[config.mk]
export PLATFORM = sky130hd
export DESIGN_NAME = fpba_cell
export DESIGN_NICKNAME = d
export VERILOG_FILES = /design/src/design/fit_policy_block_allocator_assert.svh /design/src/design/fpba_pkg.sv /design/src/design/fpba_cell.sv
export SDC_FILE = /design/constraint.sdc
export NUM_CORES = 1
export LEC_CHECK = 0
export BUFFER_PORTS_ARGS = -buffer_cell sky130_fd_sc_hd__buf_4
export CORE_AREA = 2 2 229 231
export DETAILED_ROUTE_END_ITERATION = 10
export DIE_AREA = 0 0 231 233
export PLACE_DENSITY = 0.47
export SYNTH_ARGS = -nofsm -noshare
export SYNTH_HDL_FRONTEND = slang
export SYNTH_SLANG_ARGS = --single-unit
[constraint.sdc]
create_clock -name clk -period 3.3 [get_ports clk]
set_input_delay 0.165 -clock clk [delete_from_list [all_inputs] [get_ports clk]]
set_output_delay 0.165 -clock clk [all_outputs]
set_load 0.005 [all_outputs]
[src/design/fit_policy_block_allocator_assert.svh]
// ----------------------------------------------------------------------------
// fit policy block allocator: assertion macros
// shared concurrent assertion forms on clk and rst_n
// ----------------------------------------------------------------------------
`ifndef FIT_POLICY_BLOCK_ALLOCATOR_ASSERT_SVH
`define FIT_POLICY_BLOCK_ALLOCATOR_ASSERT_SVH

// property that must hold at every edge out of reset
`define FPBA_ASSERT(lbl, prop, msg) \
  lbl: assert property (@(posedge clk) disable iff (!rst_n) (prop)) else $error(msg);

// antecedent at one edge, consequent at the next
`define FPBA_ASSERT_NEXT(lbl, ante, cons, msg) \
  lbl: assert property (@(posedge clk) disable iff (!rst_n) (ante) |=> (cons)) else $error(msg);

`endif

[src/design/fpba_pkg.sv]
// ----------------------------------------------------------------------------
// fpba_pkg
// types, codes and sizes shared by the allocator modules
// ----------------------------------------------------------------------------
package fpba_pkg;

  localparam int ADDR_BITS = 20;
  localparam int NEED_W    = ADDR_BITS + 1;
  localparam int SIDX_W    = 10;
  localparam int SCNT_W    = 11;

  localparam int MAX_SEGMENTS_DEF = 64;
  localparam int NODE_BYTES_DEF   = 24;
  localparam int HEADER_BYTES_DEF = 24;

  localparam logic [ADDR_BITS-1:0] REGION_RESET = 20'd65536;
  localparam logic [ADDR_BITS:0]   ROUND_MASK   = 21'd7;

  localparam logic [1:0] POL_BEST  = 2'd0;
  localparam logic [1:0] POL_WORST = 2'd1;
  localparam logic [1:0] POL_FIRST = 2'd2;
  localparam logic [1:0] POL_NEXT  = 2'd3;

  localparam logic [1:0] STATUS_OK      = 2'd0;
  localparam logic [1:0] STATUS_NOFIT   = 2'd1;
  localparam logic [1:0] STATUS_UNKNOWN = 2'd2;

  localparam logic MODE_ALLOC = 1'b0;
  localparam logic MODE_FREE  = 1'b1;

  typedef enum logic [2:0] {
    CELL_NOP, CELL_RESET, CELL_SET, CELL_WRITE, CELL_UP, CELL_DN
  } cell_op_t;

  typedef enum logic [2:0] {
    ST_IDLE, ST_SCAN, ST_DECIDE, ST_ACT1, ST_ACT2, ST_ACT3, ST_DONE
  } state_t;

  typedef struct packed {
    logic                 mode;
    logic [ADDR_BITS-1:0] request_size;
    logic [ADDR_BITS-1:0] free_address;
  } req_t;

  typedef struct packed {
    logic [ADDR_BITS-1:0] payload_address;
    logic [1:0]           status;
  } res_t;

  typedef struct packed {
    logic [ADDR_BITS-1:0] start;
    logic [ADDR_BITS-1:0] pay;
    logic                 free_bit;
  } seg_t;

  typedef struct packed {
    cell_op_t             op;
    logic [SIDX_W-1:0]    idx;
    logic [ADDR_BITS-1:0] start;
    logic [ADDR_BITS-1:0] pay;
    logic                 free_bit;
  } act_t;

  typedef struct packed {
    act_t                 act;
    logic [SCNT_W-1:0]    count;
    logic                 mode;
    logic [1:0]           policy;
    logic [NEED_W-1:0]    need;
    logic [ADDR_BITS-1:0] addr;
    logic [ADDR_BITS-1:0] rover;
  } cmd_t;

  typedef struct packed {
    logic                 hit;
    logic [SIDX_W-1:0]    idx;
    logic [ADDR_BITS-1:0] start;
    logic [ADDR_BITS-1:0] pay;
    logic                 hit2;
    logic [ADDR_BITS-1:0] start2;
    logic [SIDX_W-1:0]    idx2;
    logic [ADDR_BITS-1:0] pay2;
    logic                 last_free;
    logic [ADDR_BITS-1:0] last_pay;
    logic                 prev_free;
    logic [ADDR_BITS-1:0] prev_pay;
    logic                 just;
    logic                 next_free;
    logic [ADDR_BITS-1:0] next_pay;
  } scan_t;

endpackage

[src/design/fpba_cell.sv]
// ----------------------------------------------------------------------------
// fpba_cell
// one table entry: holds a segment, shifts with its neighbours, scan stage
// ----------------------------------------------------------------------------
module fpba_cell #(
  parameter int CELL_IDX = 0,
  parameter int OVH      = 48
) (
  input  logic           clk,
  input  logic           rst_n,
  input  fpba_pkg::cmd_t  cmd,
  input  fpba_pkg::seg_t  left_in,
  input  fpba_pkg::seg_t  right_in,
  input  fpba_pkg::scan_t scan_in,
  output fpba_pkg::seg_t  seg_out,
  output fpba_pkg::scan_t scan_out
);
  import fpba_pkg::*;

  localparam logic [SCNT_W-1:0]    MY_IDX = SCNT_W'(CELL_IDX);
  localparam logic [ADDR_BITS-1:0] OVH_A  = ADDR_BITS'(OVH);
  localparam logic [ADDR_BITS-1:0] RST_PAY =
    (REGION_RESET > OVH_A) ? REGION_RESET - OVH_A : '0;

  seg_t  seg_r, seg_nxt;
  scan_t scan_r, scan_nxt;
  logic  valid, fits, take, take2;
  logic [SCNT_W-1:0] cmd_idx;

  assign valid   = MY_IDX < cmd.count;
  assign cmd_idx = SCNT_W'(cmd.act.idx);
  assign fits    = valid && seg_r.free_bit && ({1'b0, seg_r.pay} >= cmd.need);

  // segment update
  always_comb begin
    seg_nxt = seg_r;
    case (cmd.act.op)
      CELL_RESET: begin
        seg_nxt.start    = '0;
        seg_nxt.pay      = (MY_IDX == '0) ? cmd.act.pay : '0;
        seg_nxt.free_bit = (MY_IDX == '0);
      end
      CELL_SET: begin
        if (MY_IDX == cmd_idx) begin
          seg_nxt.pay      = cmd.act.pay;
          seg_nxt.free_bit = cmd.act.free_bit;
        end
      end
      CELL_WRITE: begin
        if (MY_IDX == cmd_idx) begin
          seg_nxt.start    = cmd.act.start;
          seg_nxt.pay      = cmd.act.pay;
          seg_nxt.free_bit = cmd.act.free_bit;
        end
      end
      CELL_UP: if (MY_IDX > cmd_idx) seg_nxt = left_in;
      CELL_DN: if (MY_IDX >= cmd_idx) seg_nxt = right_in;
      default: seg_nxt = seg_r;
    endcase
  end

  // scan stage
  always_comb begin
    take = 1'b0;
    if (cmd.mode == MODE_FREE) begin
      take = valid && !seg_r.free_bit && !scan_in.hit &&
             (seg_r.start + OVH_A == cmd.addr);
    end else begin
      case (cmd.policy)
        POL_BEST:  take = fits && (!scan_in.hit || seg_r.pay < scan_in.pay);
        POL_WORST: take = fits && (!scan_in.hit || seg_r.pay > scan_in.pay);
        POL_FIRST: take = fits && !scan_in.hit;
        default:   take = fits && !scan_in.hit && (seg_r.start >= cmd.rover);
      endcase
    end
    take2 = (cmd.mode == MODE_ALLOC) && (cmd.policy == POL_NEXT) && fits && !scan_in.hit2;

    scan_nxt           = scan_in;
    scan_nxt.last_free = valid && seg_r.free_bit;
    scan_nxt.last_pay  = seg_r.pay;
    scan_nxt.just      = take;
    if (scan_in.just) begin
      scan_nxt.next_free = valid && seg_r.free_bit;
      scan_nxt.next_pay  = seg_r.pay;
    end
    if (take) begin
      scan_nxt.hit       = 1'b1;
      scan_nxt.idx       = SIDX_W'(CELL_IDX);
      scan_nxt.start     = seg_r.start;
      scan_nxt.pay       = seg_r.pay;
      scan_nxt.prev_free = scan_in.last_free;
      scan_nxt.prev_pay  = scan_in.last_pay;
      scan_nxt.next_free = 1'b0;
      scan_nxt.next_pay  = '0;
    end
    if (take2) begin
      scan_nxt.hit2   = 1'b1;
      scan_nxt.idx2   = SIDX_W'(CELL_IDX);
      scan_nxt.start2 = seg_r.start;
      scan_nxt.pay2   = seg_r.pay;
    end
  end

  always_ff @(posedge clk) begin
    if (!rst_n) begin
      seg_r.start    <= '0;
      seg_r.pay      <= (CELL_IDX == 0) ? RST_PAY : '0;
      seg_r.free_bit <= (CELL_IDX == 0);
    end else begin
      seg_r <= seg_nxt;
    end
    scan_r <= scan_nxt;
  end

  assign seg_out  = seg_r;
  assign scan_out = scan_r;

endmodule

==> summary.md <==
| Metric | Value |
|---|---|
| Outcome | finished, final reports clean |
| Antenna Cells | 0 |
| Worst-Margin Slew | slightly above 1000 ps |
| Final ANT Viol Nets | 0 |
| Total GRT Usage | 15.6% |
| Final Critical Period | ~3100 ps |
| Initial Util | between 10% and 20% |
| VDD IR max | 326 uV |
| Die W | about 230 um |
| DP Area | about 15,000 um^2 |
| CTS tree | built |
| Synth warnings | 0 |
| Tcrit/Tclk final | roughly 94% |
| First-pass GRT wire length | roughly 64 mm |
| Initial antenna violation count | 0 |
| CTS max path bufs | 3 |
| Slew HR | 31.7% |
| Final setup fails | 0 |
| Final Cell Area | around 18,000 um^2 |
| CP Max Fanout | 20 |
| Register area share after synthesis | between 40% and 50% |
| Kind of critical path | reg2reg |
| Final Hold Viols | 0 |
| Share of layout cells above drive strength 1 | a little under half |
| Largest net degree at the start of global routing | 42 |
| Drt pass-1 iters | 6 |
| Mean Syn Cell Area | 10.3 um^2 |
| Fmax | around 320 MHz |
| Violation count after the first detailed-route iteration | about 240 |
| WP data arrival | roughly 3500 ps |
| Area Growth Syn to Fin | 83.5% |
| IO Port Bufs | 565 |
| Vias in the first global route | ~11,000 |
| Commonest non-fill, non-tap cell in the layout | buf_4 |
| Syn Std Cell Area | 9740 um^2 |
| RSZ-0062 raised after global routing | no |
| Tot Pwr | 7.02 mW |
| Die area | around 54,000 um^2 |
| Most used DFF post-synth | dfxtp_1 |
| IO Pins | between 500 and 600 |
| Async SR Flop Fraction | 0% |
| GP Congestion | ~0.8 |
| Worst hold path class | in2reg |
| Vias | approximately 10,000 |
| Total global routing overflow | 0 |
| Drt via density | around 4 |
| Pwr Density | approximately 390 nW/um^2 |
| Number of flops mapped to enable cells by yosys | 0 |
| Post-synthesis cell type count | 62 |
| Final Max Slew Viols | 0 |
| Clk root buf | clkbuf_16 |
| Die height | ~230 um |
| FP Rows | 83 |
| Most frequent cells in the layout | buf_4 (631), dfxtp_1 (200), dlygate4sd3_1 (194), mux2_2 (78), inv_1 (76) |
| Detailed placement HPWL | around 35 mm |
| Core area | 51,100 um^2 |
| Fillers | ~5,200 |
| Clock Latency Late Sink | ~550 ps |
| Wire per inst | between 15 and 20 um |
| Max cap viols | 0 |
| H-tree level count | 1 |
| Drt drc | 0 |
| Clock Sinks | roughly 210 |
| Seq cells post-synth | ~210 |
| Post-layout nets | between 2,000 and 2,500 |
| Total nets after synthesis | around 1,400 |
| Setup Skew | approximately 15 ps |
| Worst EP required | 3720 ps |
| Crit path launch type | flip-flop |
| Clock-pin slew on the worst setup and hold paths | ~60 ps |
| Crit. End Element | flip-flop |
| Leakage power | ~8.6 nW |
| DRT Wirelength | about 44 mm |
| Syn Inst Count | around 950 |
| Num CTS Buffers | 27 |
[power by group]
group	switching, mW	internal, mW
registers	0.0742	2.65
logic	0.523	0.852
clock network	1.15	1.78
total	1.74	5.28
[metrics by stage]
step                setup slack, ps  TNS [ps]  hold slack (ps)  utilization [%]  cells
floorplan                       298         0              266                -    946
global placement               -737    -59250              366             29.3   2187
detailed placement             -819    -65810              366             29.3   2187
CTS                            3.30         0             20.7             34.9   2425
global route                   4.48         0             39.1             35.0   2427
finish                          208         0             57.3             35.0   2427
[metal layers]
| metal | vias up | part of all wire [%] | track usage (%) |
|---|---|---|---|
| li1 | 4884 | - | - |
| met1 | 4682 | 40 | 17.8 |
| met2 | 368 | 51 | 29.2 |
| met3 | 51 | 6.7 | 3.10 |
| met4 | 0 | 2.1 | 4.11 |
| met5 | - | 0 | 0 |
[synth_stat cells, types with 15 or more instances]
library cell	instances	area [um^2]
mux2_2	78	878
inv_1	76	285
clkbuf_1	34	128
nor2_1	66	248
xnor2_1	15	131
a21oi_1	46	230
mux2i_1	43	430
and2_1	31	194
buf_4	26	195
mux2_4	20	300
ha_1	61	763
nand2_1	36	135
o211a_1	20	200
o211ai_1	19	143
a2111o_1	20	225
dfxtp_1	207	4140
[sequential cells by signal, summed over array words and instances (netlist names)]
register and cells:
scan_out 166, seg_out 41
[final cells by class]
| cell class | instances | area, um^2 | area share [%] |
|---|---|---|---|
| repair buffers | 829 | 6760 | 37.8 |
| flip-flops and latches | 207 | 4160 | 23.2 |
| inverters | 76 | 285 | 1.60 |
| multi-input cells | 591 | 4960 | 27.7 |
| well taps | 680 | 851 | 4.76 |
| clock buffers | 32 | 724 | 4.05 |
| clock inverters | 12 | 148 | 0.826 |
[worst max-delay path: stages, from the launching register on]
cell	delay, ps
dfxtp_1	490
ha_1	300
a21o_1	170
a31oi_1	200
o21ai_0	270
o2bb2ai_1	300
o211ai_1	340
buf_4	460
mux2_2	390
[final timing paths]
kind              cells past startpoint  slack, ps                      from                        to
setup / recovery                      8        210   seg_out[3]$_SDFFE_PN0P_      scan_out[80]$_DFF_P_
hold / removal                        5         60               left_in[11]  seg_out[11]$_SDFFE_PN1P_
setup reg to reg                      8        210   seg_out[3]$_SDFFE_PN0P_      scan_out[80]$_DFF_P_
hold reg to reg                       0        430  seg_out[12]$_SDFFE_PN1P_      scan_out[54]$_DFF_P_
[kinds of logic (layout without fill, tap and decap cells)]
| kind of cell | after synthesis | count (layout) | share of synthesized area (%) |
|---|---|---|---|
| XOR/XNOR | 24 | 24 | 2.16 |
| flip-flops | 207 | 207 | 42.5 |
| multiplexers | 145 | 145 | 17.0 |
| AND/OR/NAND/NOR | 207 | 207 | 11.0 |
| buffers and inverters | 148 | 949 | 7.50 |
| AO/OA/AOI/OAI | 154 | 154 | 12.0 |
| adder cells (fa/ha/maj) | 61 | 61 | 7.83 |
[repair_timing]
action,in CTS,in global routing
endpoints found under the hold margin,173,0
pin swaps,1,3
hold buffers,194,0
resized for setup,9,8
setup buffers,0,2
endpoints found under the setup margin,94,50
Note: power is estimated with default switching activity, not from simulation.
