$ cat src/design/fit_policy_block_allocator_assert.svh
// ----------------------------------------------------------------------------
// fit policy block allocator: assertion macros
// shared concurrent assertion forms on clk and rst_n
// ----------------------------------------------------------------------------
`ifndef FIT_POLICY_BLOCK_ALLOCATOR_ASSERT_SVH
`define FIT_POLICY_BLOCK_ALLOCATOR_ASSERT_SVH

// property that must hold at every edge out of reset
`define FPBA_ASSERT(lbl, prop, msg) \
  lbl: assert property (@(posedge clk) disable iff (!rst_n) (prop)) else $error(msg);

// antecedent at one edge, consequent at the next
`define FPBA_ASSERT_NEXT(lbl, ante, cons, msg) \
  lbl: assert property (@(posedge clk) disable iff (!rst_n) (ante) |=> (cons)) else $error(msg);

`endif

$ cat src/design/fpba_pkg.sv
// ----------------------------------------------------------------------------
// fpba_pkg
// types, codes and sizes shared by the allocator modules
// ----------------------------------------------------------------------------
package fpba_pkg;

  localparam int ADDR_BITS = 20;
  localparam int NEED_W    = ADDR_BITS + 1;
  localparam int SIDX_W    = 10;
  localparam int SCNT_W    = 11;

  localparam int MAX_SEGMENTS_DEF = 64;
  localparam int NODE_BYTES_DEF   = 24;
  localparam int HEADER_BYTES_DEF = 24;

  localparam logic [ADDR_BITS-1:0] REGION_RESET = 20'd65536;
  localparam logic [ADDR_BITS:0]   ROUND_MASK   = 21'd7;

  localparam logic [1:0] POL_BEST  = 2'd0;
  localparam logic [1:0] POL_WORST = 2'd1;
  localparam logic [1:0] POL_FIRST = 2'd2;
  localparam logic [1:0] POL_NEXT  = 2'd3;

  localparam logic [1:0] STATUS_OK      = 2'd0;
  localparam logic [1:0] STATUS_NOFIT   = 2'd1;
  localparam logic [1:0] STATUS_UNKNOWN = 2'd2;

  localparam logic MODE_ALLOC = 1'b0;
  localparam logic MODE_FREE  = 1'b1;

  typedef enum logic [2:0] {
    CELL_NOP, CELL_RESET, CELL_SET, CELL_WRITE, CELL_UP, CELL_DN
  } cell_op_t;

  typedef enum logic [2:0] {
    ST_IDLE, ST_SCAN, ST_DECIDE, ST_ACT1, ST_ACT2, ST_ACT3, ST_DONE
  } state_t;

  typedef struct packed {
    logic                 mode;
    logic [ADDR_BITS-1:0] request_size;
    logic [ADDR_BITS-1:0] free_address;
  } req_t;

  typedef struct packed {
    logic [ADDR_BITS-1:0] payload_address;
    logic [1:0]           status;
  } res_t;

  typedef struct packed {
    logic [ADDR_BITS-1:0] start;
    logic [ADDR_BITS-1:0] pay;
    logic                 free_bit;
  } seg_t;

  typedef struct packed {
    cell_op_t             op;
    logic [SIDX_W-1:0]    idx;
    logic [ADDR_BITS-1:0] start;
    logic [ADDR_BITS-1:0] pay;
    logic                 free_bit;
  } act_t;

  typedef struct packed {
    act_t                 act;
    logic [SCNT_W-1:0]    count;
    logic                 mode;
    logic [1:0]           policy;
    logic [NEED_W-1:0]    need;
    logic [ADDR_BITS-1:0] addr;
    logic [ADDR_BITS-1:0] rover;
  } cmd_t;

  typedef struct packed {
    logic                 hit;
    logic [SIDX_W-1:0]    idx;
    logic [ADDR_BITS-1:0] start;
    logic [ADDR_BITS-1:0] pay;
    logic                 hit2;
    logic [ADDR_BITS-1:0] start2;
    logic [SIDX_W-1:0]    idx2;
    logic [ADDR_BITS-1:0] pay2;
    logic                 last_free;
    logic [ADDR_BITS-1:0] last_pay;
    logic                 prev_free;
    logic [ADDR_BITS-1:0] prev_pay;
    logic                 just;
    logic                 next_free;
    logic [ADDR_BITS-1:0] next_pay;
  } scan_t;

endpackage

$ cat src/design/fpba_ctrl.sv
// ----------------------------------------------------------------------------
// fpba_ctrl
// request sequencer: starts the scan, decides, drives table edits, result
// ----------------------------------------------------------------------------
module fpba_ctrl #(
  parameter int MAX_SEGMENTS = fpba_pkg::MAX_SEGMENTS_DEF,
  parameter int OVH          = fpba_pkg::NODE_BYTES_DEF + fpba_pkg::HEADER_BYTES_DEF
) (
  input  logic                           clk,
  input  logic                           rst_n,
  input  logic                           in_valid,
  output logic                           in_stall,
  input  fpba_pkg::req_t                 in_req,
  output logic                           out_valid,
  input  logic                           out_stall,
  output fpba_pkg::res_t                 out_res,
  input  logic                           region_we,
  input  logic [fpba_pkg::ADDR_BITS-1:0] region_val,
  input  logic [1:0]                     policy,
  input  fpba_pkg::scan_t                scan_res,
  output fpba_pkg::cmd_t                 cmd
);
  import fpba_pkg::*;

  localparam logic [SCNT_W-1:0]    MAX_C   = SCNT_W'(MAX_SEGMENTS);
  localparam logic [SCNT_W-1:0]    LAST_C  = SCNT_W'(MAX_SEGMENTS - 1);
  localparam logic [ADDR_BITS-1:0] OVH_A   = ADDR_BITS'(OVH);
  localparam logic [ADDR_BITS+1:0] OVH_L   = (ADDR_BITS+2)'(OVH);

  state_t state_r, state_nxt;
  logic [SCNT_W-1:0]    cnt_r, seg_count_r, count_nxt;
  logic [ADDR_BITS-1:0] rover_r, rover_nxt;
  logic                 mode_r, zero_r;
  logic [NEED_W-1:0]    need_r;
  logic [ADDR_BITS-1:0] addr_r;
  act_t act1_r, act2_r, act3_r, a1, a2, a3;
  res_t res_r, res_nxt, out_r;
  logic out_valid_r;
  logic accept, out_free;

  logic                 ch_hit;
  logic [SIDX_W-1:0]    ch_idx;
  logic [ADDR_BITS-1:0] ch_start, ch_pay;
  logic                 split;
  logic [ADDR_BITS+1:0] need_ovh;

  assign accept   = in_valid && !in_stall;
  assign out_free = !out_valid_r || !out_stall;

  // next state
  always_comb begin
    state_nxt = state_r;
    unique case (state_r)
      ST_IDLE:   if (in_valid) state_nxt = ST_SCAN;
      ST_SCAN:   if (cnt_r == LAST_C) state_nxt = ST_DECIDE;
      ST_DECIDE: state_nxt = ST_ACT1;
      ST_ACT1:   state_nxt = ST_ACT2;
      ST_ACT2:   state_nxt = ST_ACT3;
      ST_ACT3:   state_nxt = ST_DONE;
      ST_DONE:   if (out_free) state_nxt = ST_IDLE;
      default:   state_nxt = ST_IDLE;
    endcase
  end

  // outputs
  always_comb begin
    in_stall   = (state_r != ST_IDLE);
    cmd.count  = seg_count_r;
    cmd.mode   = mode_r;
    cmd.policy = policy;
    cmd.need   = need_r;
    cmd.addr   = addr_r;
    cmd.rover  = rover_r;
    cmd.act    = '{op: CELL_NOP, idx: '0, start: '0, pay: '0, free_bit: 1'b0};
    unique case (state_r)
      ST_IDLE: begin
        if (region_we) begin
          cmd.act.op  = CELL_RESET;
          cmd.act.pay = (region_val > OVH_A) ? region_val - OVH_A : '0;
        end
      end
      ST_ACT1: cmd.act = act1_r;
      ST_ACT2: cmd.act = act2_r;
      ST_ACT3: cmd.act = act3_r;
      default: ;
    endcase
  end

  // decision on the scan result
  always_comb begin
    a1        = '{op: CELL_NOP, idx: '0, start: '0, pay: '0, free_bit: 1'b0};
    a2        = a1;
    a3        = a1;
    count_nxt = seg_count_r;
    rover_nxt = rover_r;
    res_nxt   = '{payload_address: '0, status: STATUS_OK};
    split     = 1'b0;
    ch_hit    = scan_res.hit;
    ch_idx    = scan_res.idx;
    ch_start  = scan_res.start;
    ch_pay    = scan_res.pay;
    if (policy == POL_NEXT && !scan_res.hit) begin
      ch_hit   = scan_res.hit2;
      ch_idx   = scan_res.idx2;
      ch_start = scan_res.start2;
      ch_pay   = scan_res.pay2;
    end
    need_ovh = {1'b0, need_r} + OVH_L;
    if (mode_r == MODE_ALLOC) begin
      if (zero_r || !ch_hit) begin
        res_nxt.status = STATUS_NOFIT;
      end else begin
        split = ({2'b00, ch_pay} > need_ovh) && (seg_count_r < MAX_C);
        res_nxt.payload_address = ch_start + OVH_A;
        if (policy == POL_NEXT) rover_nxt = ch_start;
        if (split) begin
          a1 = '{op: CELL_UP, idx: ch_idx + 1'b1, start: '0, pay: '0, free_bit: 1'b0};
          a2 = '{op: CELL_WRITE, idx: ch_idx + 1'b1,
                 start: ch_start + OVH_A + need_r[ADDR_BITS-1:0],
                 pay: ch_pay - need_r[ADDR_BITS-1:0] - OVH_A, free_bit: 1'b1};
          a3 = '{op: CELL_SET, idx: ch_idx, start: '0,
                 pay: need_r[ADDR_BITS-1:0], free_bit: 1'b0};
          count_nxt = seg_count_r + 1'b1;
        end else begin
          a1 = '{op: CELL_SET, idx: ch_idx, start: '0, pay: ch_pay, free_bit: 1'b0};
        end
      end
    end else if (addr_r != '0) begin
      if (!scan_res.hit) begin
        res_nxt.status = STATUS_UNKNOWN;
      end else if (scan_res.prev_free && scan_res.next_free) begin
        // both neighbours free: fold all three into the lower one
        a1 = '{op: CELL_SET, idx: scan_res.idx - 1'b1, start: '0,
               pay: scan_res.prev_pay + scan_res.pay + scan_res.next_pay + OVH_A + OVH_A,
               free_bit: 1'b1};
        a2 = '{op: CELL_DN, idx: scan_res.idx, start: '0, pay: '0, free_bit: 1'b0};
        a3 = a2;
        count_nxt = seg_count_r - SCNT_W'(2);
      end else if (scan_res.prev_free) begin
        a1 = '{op: CELL_SET, idx: scan_res.idx - 1'b1, start: '0,
               pay: scan_res.prev_pay + scan_res.pay + OVH_A, free_bit: 1'b1};
        a2 = '{op: CELL_DN, idx: scan_res.idx, start: '0, pay: '0, free_bit: 1'b0};
        count_nxt = seg_count_r - 1'b1;
      end else if (scan_res.next_free) begin
        a1 = '{op: CELL_SET, idx: scan_res.idx, start: '0,
               pay: scan_res.pay + scan_res.next_pay + OVH_A, free_bit: 1'b1};
        a2 = '{op: CELL_DN, idx: scan_res.idx + 1'b1, start: '0, pay: '0, free_bit: 1'b0};
        count_nxt = seg_count_r - 1'b1;
      end else begin
        a1 = '{op: CELL_SET, idx: scan_res.idx, start: '0, pay: scan_res.pay, free_bit: 1'b1};
      end
    end
  end

  always_ff @(posedge clk) begin
    if (!rst_n) begin
      state_r     <= ST_IDLE;
      cnt_r       <= '0;
      seg_count_r <= SCNT_W'(1);
      rover_r     <= '0;
      out_valid_r <= 1'b0;
    end else begin
      state_r <= state_nxt;
      cnt_r   <= (state_r == ST_SCAN) ? cnt_r + 1'b1 : '0;
      if (state_r == ST_IDLE && region_we) begin
        seg_count_r <= SCNT_W'(1);
        rover_r     <= '0;
      end else if (state_r == ST_DECIDE) begin
        seg_count_r <= count_nxt;
        rover_r     <= rover_nxt;
      end
      if (state_r == ST_DONE && out_free) out_valid_r <= 1'b1;
      else if (!out_stall)                out_valid_r <= 1'b0;
    end
    if (accept) begin
      mode_r <= in_req.mode;
      zero_r <= (in_req.request_size == '0);
      need_r <= ({1'b0, in_req.request_size} + ROUND_MASK) & ~ROUND_MASK;
      addr_r <= in_req.free_address;
    end
    if (state_r == ST_DECIDE) begin
      act1_r <= a1;
      act2_r <= a2;
      act3_r <= a3;
      res_r  <= res_nxt;
    end
    if (state_r == ST_DONE && out_free) out_r <= res_r;
  end

  assign out_valid = out_valid_r;
  assign out_res   = out_r;

  `include "fit_policy_block_allocator_assert.svh"

  `FPBA_ASSERT(a_count_range, (seg_count_r != '0) && (seg_count_r <= MAX_C), "segment count out of range")
  `FPBA_ASSERT_NEXT(a_accept_scan, accept, state_r == ST_SCAN, "accepted request did not start a scan")
  `FPBA_ASSERT_NEXT(a_region_reform, (state_r == ST_IDLE) && region_we, (seg_count_r == SCNT_W'(1)) && (rover_r == '0), "region write did not re-form the table")
  `FPBA_ASSERT_NEXT(a_result_once, (state_r == ST_DONE) && out_free, out_valid_r, "finished request gave no result")

endmodule

$ cat config.mk
export PLATFORM = sky130hd
export DESIGN_NAME = fpba_ctrl
export DESIGN_NICKNAME = d
export VERILOG_FILES = /design/src/design/fpba_pkg.sv /design/src/design/fpba_ctrl.sv
export VERILOG_INCLUDE_DIRS = /design/src /design/src/design
export SDC_FILE = /design/constraint.sdc
export NUM_CORES = 1
export LEC_CHECK = 0
export ABC_AREA = 1
export BUFFER_PORTS_ARGS = -buffer_cell sky130_fd_sc_hd__buf_2
export CAP_MARGIN = 20
export CORE_ASPECT_RATIO = 1.1
export CORE_MARGIN = 2
export CORE_UTILIZATION = 58
export CTS_BUF_LIST = sky130_fd_sc_hd__clkbuf_4 sky130_fd_sc_hd__clkbuf_8
export CTS_CLUSTER_DIAMETER = 50
export CTS_CLUSTER_SIZE = 30
export DETAILED_ROUTE_END_ITERATION = 6
export GPL_TIMING_DRIVEN = 0
export PLACE_DENSITY = 0.84
export SYNTH_ARGS = -nofsm -noshare
export SYNTH_HDL_FRONTEND = slang
export SYNTH_SLANG_ARGS = --single-unit
$ cat constraint.sdc
create_clock -name clk -period 9.5 [get_ports clk]
set_input_delay 1.9 -clock clk [delete_from_list [all_inputs] [get_ports clk]]
set_output_delay 1.9 -clock clk [all_outputs]
set_load 0.02 [all_outputs]
==> summary.txt, run 1 <==
Final layout
  – Ant. Diodes: 0
  – Cell Count, Final, Fillers Out: 3490
  – Share of cells above drive strength 1: 17.9%
  – Synth-to-layout area growth: 15.9%
  – Final nets: 3444

Detailed routing
  – Drt drc: 0
  – WL final: 69400 um
  – Final antenna-violating net count: 0
  – Via/cell ratio: 5.75
  – Routed WL per cell: 19.9 um
  – DR vias: 20100
  – Iter 0 DRT Violations: 1950
  – Pre-antenna DRT Iters: 7

Worst setup path
  – Crit start category: input pin
  – Critical path class: input pin to output pin
  – Worst-path fanout max: 10
  – CP required: 7.60 ns
  – CP arrival: 4.07 ns
  – Setup slack, reg-to-reg: 4.71 ns
  – Endpoint class of the critical path: output pin

CTS
  – Clock slew seen by the registers of the worst setup and hold paths: 0.12 ns
  – CTS tree: yes
  – CTS sink cnt: 244
  – CTS Buf Count: 27
  – # H-tree levels: 1
  – Post-CTS Setup Bufs: 0
  – Cts repair resizes: 0
  – Longest Clk Path Bufs: 3
  – Clock latency on the worst-skew pair: 0.64 ns
  – Hold buffers post-CTS: 0
  – Root buffer cell: clkbuf_8

Power and ir drop
  – Static leakage power: 0.0108 uW
  – Max rail drop VDD: 144 uV
  – Tot Pwr: 3260 uW
  – Power per cell area: 142 mW/mm^2

Synthesis
  – Post-synth EDFFs: 198
  – Mapped Cells: 2637
  – Register area share after synthesis: 34.7%
  – Simple-gate share of the synthesized area: 26.3%
  – Post-synthesis compound-gate area fraction: 12.7%
  – Mux share of post-synthesis cell area: 0.253%
  – Cell area after synthesis: 0.0198 sq mm
  – Xor and xnor area share after synthesis: 5.74%
  – Post-synth ARST share: 0%
  – Top FF cell, synth: edfxtp_1
  – Post-synthesis adder-cell area fraction: 11.5%
  – YS warnings: 0
  – Largest family of logic cells by synthesized area: simple AND/OR/NAND/NOR gates
  – Syn_area_per_cell: 7.51 sq um
  – Yosys reg bits: 244
  – Yosys cell types: 63

Floorplan
  – Die Span X: 180 um
  – Initial Util: 58.4%
  – Core area: 0.0339 sq mm
  – Die H: 198 um
  – I/O Pins: 387
  – FP Rows: 71
  – Die footprint: 0.0357 sq mm

Global route
  – Vias in the first global route: 19300
  – Initial antenna violation count: 2
  – Gr ovfl total: 0
  – Largest net degree at the start of global routing: 38
  – Total track usage: 37.9%
  – Global-route wire length before repair: 105000 um

Worst hold path
  – Path type of the worst min-delay path: flip-flop to flip-flop

STA
  – Tmin final: 5.97 ns
  – Fin. max-slew vios: 0
  – Worst clock skew: 0.0458 ns
  – Worst-Margin Slew: 0.909 ns
  – Final Setup Violations: 0
  – Relative slew slack: 39.2%
  – Tcrit/Tclk final: 62.8%
  – Unrepaired setup endpoints after global routing: false
  – Maximum clock frequency: 168 MHz
  – Final count of hold timing violations: 0

Job
  – Number of max-cap violations: 0

Status
  – Status: complete, no violations

Place
  – DP Cell Count: 3440
  – Port bufs: 358
  – RD Place Congestion: 0.968
  – Post-DP HPWL: 56800 um
[final timing paths]
kind / depth (start not counted) / endpoint / startpoint
worst max-delay path: 12 / cmd[92] / region_val[4]
worst min-delay path: 0 / out_res[18] / res_r[18]
worst max register to register: 22 / act1_r[15] / need_r[4]
worst min register to register: 0 / out_res[18] / res_r[18]
[sequential cells by signal (all words and copies together) (netlist names)]
name,count
cnt_r,11
res_r,22
out_res,22
zero_r,1
rover_r,20
state_r,3
addr_r,20
out_valid,1
mode_r,1
act3_r,28
need_r,18
act1_r,33
act2_r,53
seg_count_r,11
[synthesized netlist by cell type, types with 32 or more instances]
| library cell | count | share of area [%] |
|---|---|---|
| edfxtp_1 | 198 | 30 |
| nand2_1 | 612 | 12 |
| nand4_1 | 48 | 1.5 |
| nand3_1 | 141 | 3.6 |
| dfxtp_1 | 46 | 4.6 |
| ha_1 | 175 | 11 |
| xor2_1 | 96 | 4.2 |
| clkbuf_1 | 35 | 0.66 |
| nor3_1 | 46 | 1.2 |
| xnor2_1 | 32 | 1.4 |
| inv_1 | 359 | 6.8 |
| a21oi_1 | 190 | 4.8 |
| nor2_1 | 230 | 4.4 |
| o21ai_0 | 135 | 3.4 |
[kinds of logic (layout without fill, tap and decap cells)]
family	after synthesis	count (layout)
fa+ha+maj	179	179
flops	244	244
compound gates	444	444
other cells	1	3
mux	5	5
buf+inv	445	858
simple gates	1190	1190
xor+xnor	129	129
[final cells by class]
class / count / area [sq um]
sequential: 244 / 6870
multi-input combinational: 1950 / 11200
tap: 438 / 548
clock inverter: 23 / 295
fill: 2925 / 11000
clock buffer: 27 / 372
buffer: 64 / 322
timing repair buffer: 363 / 1900
inverter: 381 / 1430
[layer usage]
| metal | wire (um) | global-route usage (%) |
|---|---|---|
| met4 | 3560 | 18.5 |
| met2 | 32500 | 63.8 |
| met5 | 13 | 0 |
| met3 | 6480 | 5.92 |
| met1 | 26900 | 47.8 |
[power breakdown]
group	total, uW	internal, uW	switching (uW)
registers	1260	1210	41.3
logic	1160	388	772
clock network	841	330	511
total	3260	1930	1320
[placed cells by master (no fill, tap or decap), drive strengths merged, types with 62 or more instances in the layout]
| cell type | n |
|---|---|
| nand3 | 145 |
| inv | 389 |
| ha | 175 |
| clkbuf | 62 |
| edfxtp | 198 |
| a21oi | 196 |
| nor2 | 244 |
| buf | 392 |
| xor2 | 97 |
| nand2 | 623 |
| o21ai | 168 |
[per-stage QoR]
step,setup WS (ns),util [%],hold slack [ns],area [sq um],TNS (ns)
finish,3.53,67.7,0.429,23000,0
global route,3.32,67.7,0.430,23000,0
CTS,3.58,67.7,0.427,23000,0
detailed placement,3.21,65.7,0.405,22300,0
global placement,-2.56,65.3,0.401,22200,-53.84
floorplan,1.80,-,0.400,19800,0
[worst max-delay path, cell delays in order]
cell and delay (ns):
buf_2 0.12, ha_1 0.22, inv_1 0.11, nand2_1 0.11, nor3_1 0.29, inv_1 0.13, o21ai_0 0.16, a41oi_1 0.19
clkbuf_1 0.27, o21ai_0 0.19, nand4_1 0.19, buf_2 0.21
No activity file was read; power rests on OpenSTA's default activity.
==> run 2: changes to the inputs <==
--- a/config.mk
+++ b/config.mk
@@ -11,13 +11,13 @@
 export CAP_MARGIN = 20
 export CORE_ASPECT_RATIO = 1.1
 export CORE_MARGIN = 2
-export CORE_UTILIZATION = 58
+export CORE_UTILIZATION = 53
 export CTS_BUF_LIST = sky130_fd_sc_hd__clkbuf_4 sky130_fd_sc_hd__clkbuf_8
 export CTS_CLUSTER_DIAMETER = 50
 export CTS_CLUSTER_SIZE = 30
 export DETAILED_ROUTE_END_ITERATION = 6
 export GPL_TIMING_DRIVEN = 0
-export PLACE_DENSITY = 0.84
+export PLACE_DENSITY = 0.81
 export SYNTH_ARGS = -nofsm -noshare
 export SYNTH_HDL_FRONTEND = slang
 export SYNTH_SLANG_ARGS = --single-unit
==> constraint.sdc (replaced) <==
create_clock -name clk -period 5.3 [get_ports clk]
set_input_delay 1.06 -clock clk [delete_from_list [all_inputs] [get_ports clk]]
set_output_delay 1.06 -clock clk [all_outputs]
set_load 0.02 [all_outputs]
==> summary.txt, run 2 (same netlist as run 1, synthesis figures left out) <==
Status
  – Status: complete, no violations

Detailed routing
  – Pre-antenna DRT Iters: 6
  – Iter 0 DRT Violations: 1797
  – WL final: 69900 um
  – Drt drc: 0
  – DR vias: 19900
  – Via/cell ratio: 5.62
  – Final antenna-violating net count: 0
  – Routed WL per cell: 19.7 um

STA
  – Relative slew slack: 38.3%
  – Final WS setup: 0.254 ns
  – Tcrit/Tclk final: 95.2%
  – Tmin final: 5.05 ns
  – Unrepaired setup endpoints after global routing: false
  – Final count of hold timing violations: 0
  – Worst clock skew: 0.0960 ns
  – Final Setup Violations: 0
  – Worst-Margin Slew: 0.925 ns
  – Fin. max-slew vios: 0
  – Maximum clock frequency: 198 MHz

Floorplan
  – Core area: 0.0370 sq mm
  – Die Span X: 188 um
  – Initial Util: 53.5%
  – Die footprint: 0.0389 sq mm
  – I/O Pins: 387
  – Die H: 207 um
  – FP Rows: 74

Final layout
  – Synth-to-layout area growth: 16.7%
  – Reg area: 0.00687 sq mm
  – Commonest non-fill, non-tap cell in the layout: nand2_1
  – Final nets: 3444
  – Design Area, Final: 0.0231 sq mm
  – Multi-input combinational cell area: 0.0112 sq mm
  – Core Util, Final: 62.5%
  – Biggest register: act2_r
  – Share of cells above drive strength 1: 17.9%
  – # fillers: 3386
  – Commonest non-fill, non-tap cells in the layout: 612 x nand2_1, 372 x buf_2, 359 x inv_1
  – Max reg flops: 53
  – Top flop regs: act2_r x53, act1_r x33, act3_r x28

Global route
  – Gr ovfl total: 0
  – Initial antenna violation count: 6
  – Total track usage: 34.7%
  – Global-route wire length before repair: 103000 um
  – Vias in the first global route: 18700
  – Largest net degree at the start of global routing: 36

CTS
  – Longest Clk Path Bufs: 3
  – Post-CTS Setup Bufs: 0
  – Hold buffers post-CTS: 0
  – Root buffer cell: clkbuf_8
  – Clock slew seen by the registers of the worst setup and hold paths: 0.12 ns
  – # H-tree levels: 1
  – CTS sink cnt: 244
  – CTS tree: yes
  – Clock latency on the worst-skew pair: 0.68 ns
  – Cts repair resizes: 0
  – CTS Buf Count: 27

Worst hold path
  – Worst Min Path Start: res_r[2]
  – Path type of the worst min-delay path: flip-flop to flip-flop

Place
  – Post-DP HPWL: 57300 um
  – RD Place Congestion: 0.984
  – Setup slack at placement: -0.192 ns
  – Dpl cell area: 0.0224 sq mm
  – Port bufs: 358

Worst setup path
  – Endpoint class of the critical path: flip-flop
  – CP arrival: 5.48 ns
  – CP required: 5.73 ns
  – Worst reg2reg startpoint: need_r[4]
  – Crit. Startpoint: policy[0]
  – Critical path class: input pin to flip-flop
  – Worst-path fanout max: 10
  – Crit start category: input pin

Job
  – Number of max-cap violations: 0

Power and ir drop
  – Power per cell area: 261 mW/mm^2
  – Max rail drop VDD: 178 uV
  – Static leakage power: 0.0109 uW
run 2: cell count changes in the layout (fill, tap and decap cells not counted), moves of 2 or more:
cell	before	now
clkinv_8	3	5
bufinv_16	0	3
inv_8	4	1
clkinv_4	3	0
diode_2	0	2
inv_16	2	4
run 2: area by class of cell:
type,count,share of cell area [%]
well taps,494,2.67
repair buffers,363,8.18
multi-input cells,1950,48.5
clock buffers,27,1.61
diodes,2,0.0216
flip-flops and latches,244,29.7
inverters,381,6.18
plain buffers,64,1.39
clock inverters,23,1.72
run 2: through the flow:
step	setup TNS (ns)	cells	hold WS, ns	power (uW)
2_1_floorplan	0	2639	0.400	3650
3_3_place_gp	-148.67	3491	0.401	4270
3_5_place_dp	-1.68	3496	0.405	4300
4_1_cts	0	3546	0.427	5990
5_1_grt	0	3548	0.430	6330
6_report	0	3548	0.433	6040
run 2: worst paths after layout:
path	endpoint	slack, ns	cells past startpoint
worst min-delay path	out_res[2]	0.43	0
worst min register to register	out_res[2]	0.43	0
worst max-delay path	act2_r[42]	0.25	23
worst max register to register	act2_r[42]	0.51	22
run 2: power breakdown:
part,internal [uW],leakage (uW),switching [uW],total (uW)
Combinational,695,0.00838,1380,2080
Clock,751,0.000376,959,1710
Sequential,2180,0.00213,74.1,2250
run 2: layer usage:
metal / vias to the layer above / track usage [%] / wire, um
li1: 9585 / - / -
met1: 9165 / 44.8 / 27800
met2: 972 / 57.4 / 32100
met3: 200 / 4.95 / 6160
met4: 6 / 17.2 / 3740
met5: - / 0 / 34
run 2: worst max-delay path, stage by stage:
cell and delay (ns):
buf_2 0.10, nand2_1 0.18, nor2_4 0.06, inv_2 0.14, buf_6 0.18, buf_6 0.18, clkbuf_1 0.54, or2_2 0.22
o21ai_0 0.18, ha_1 0.33, inv_1 0.09, nand2_1 0.13, o21ai_0 0.37, nand2_1 0.10, nand3_1 0.10, nand2_1 0.08
nand2_1 0.07, nand2_1 0.05, nand2_1 0.10, nand3_4 0.21, nor3_4 0.67, nand2_1 0.19, o21ai_0 0.15
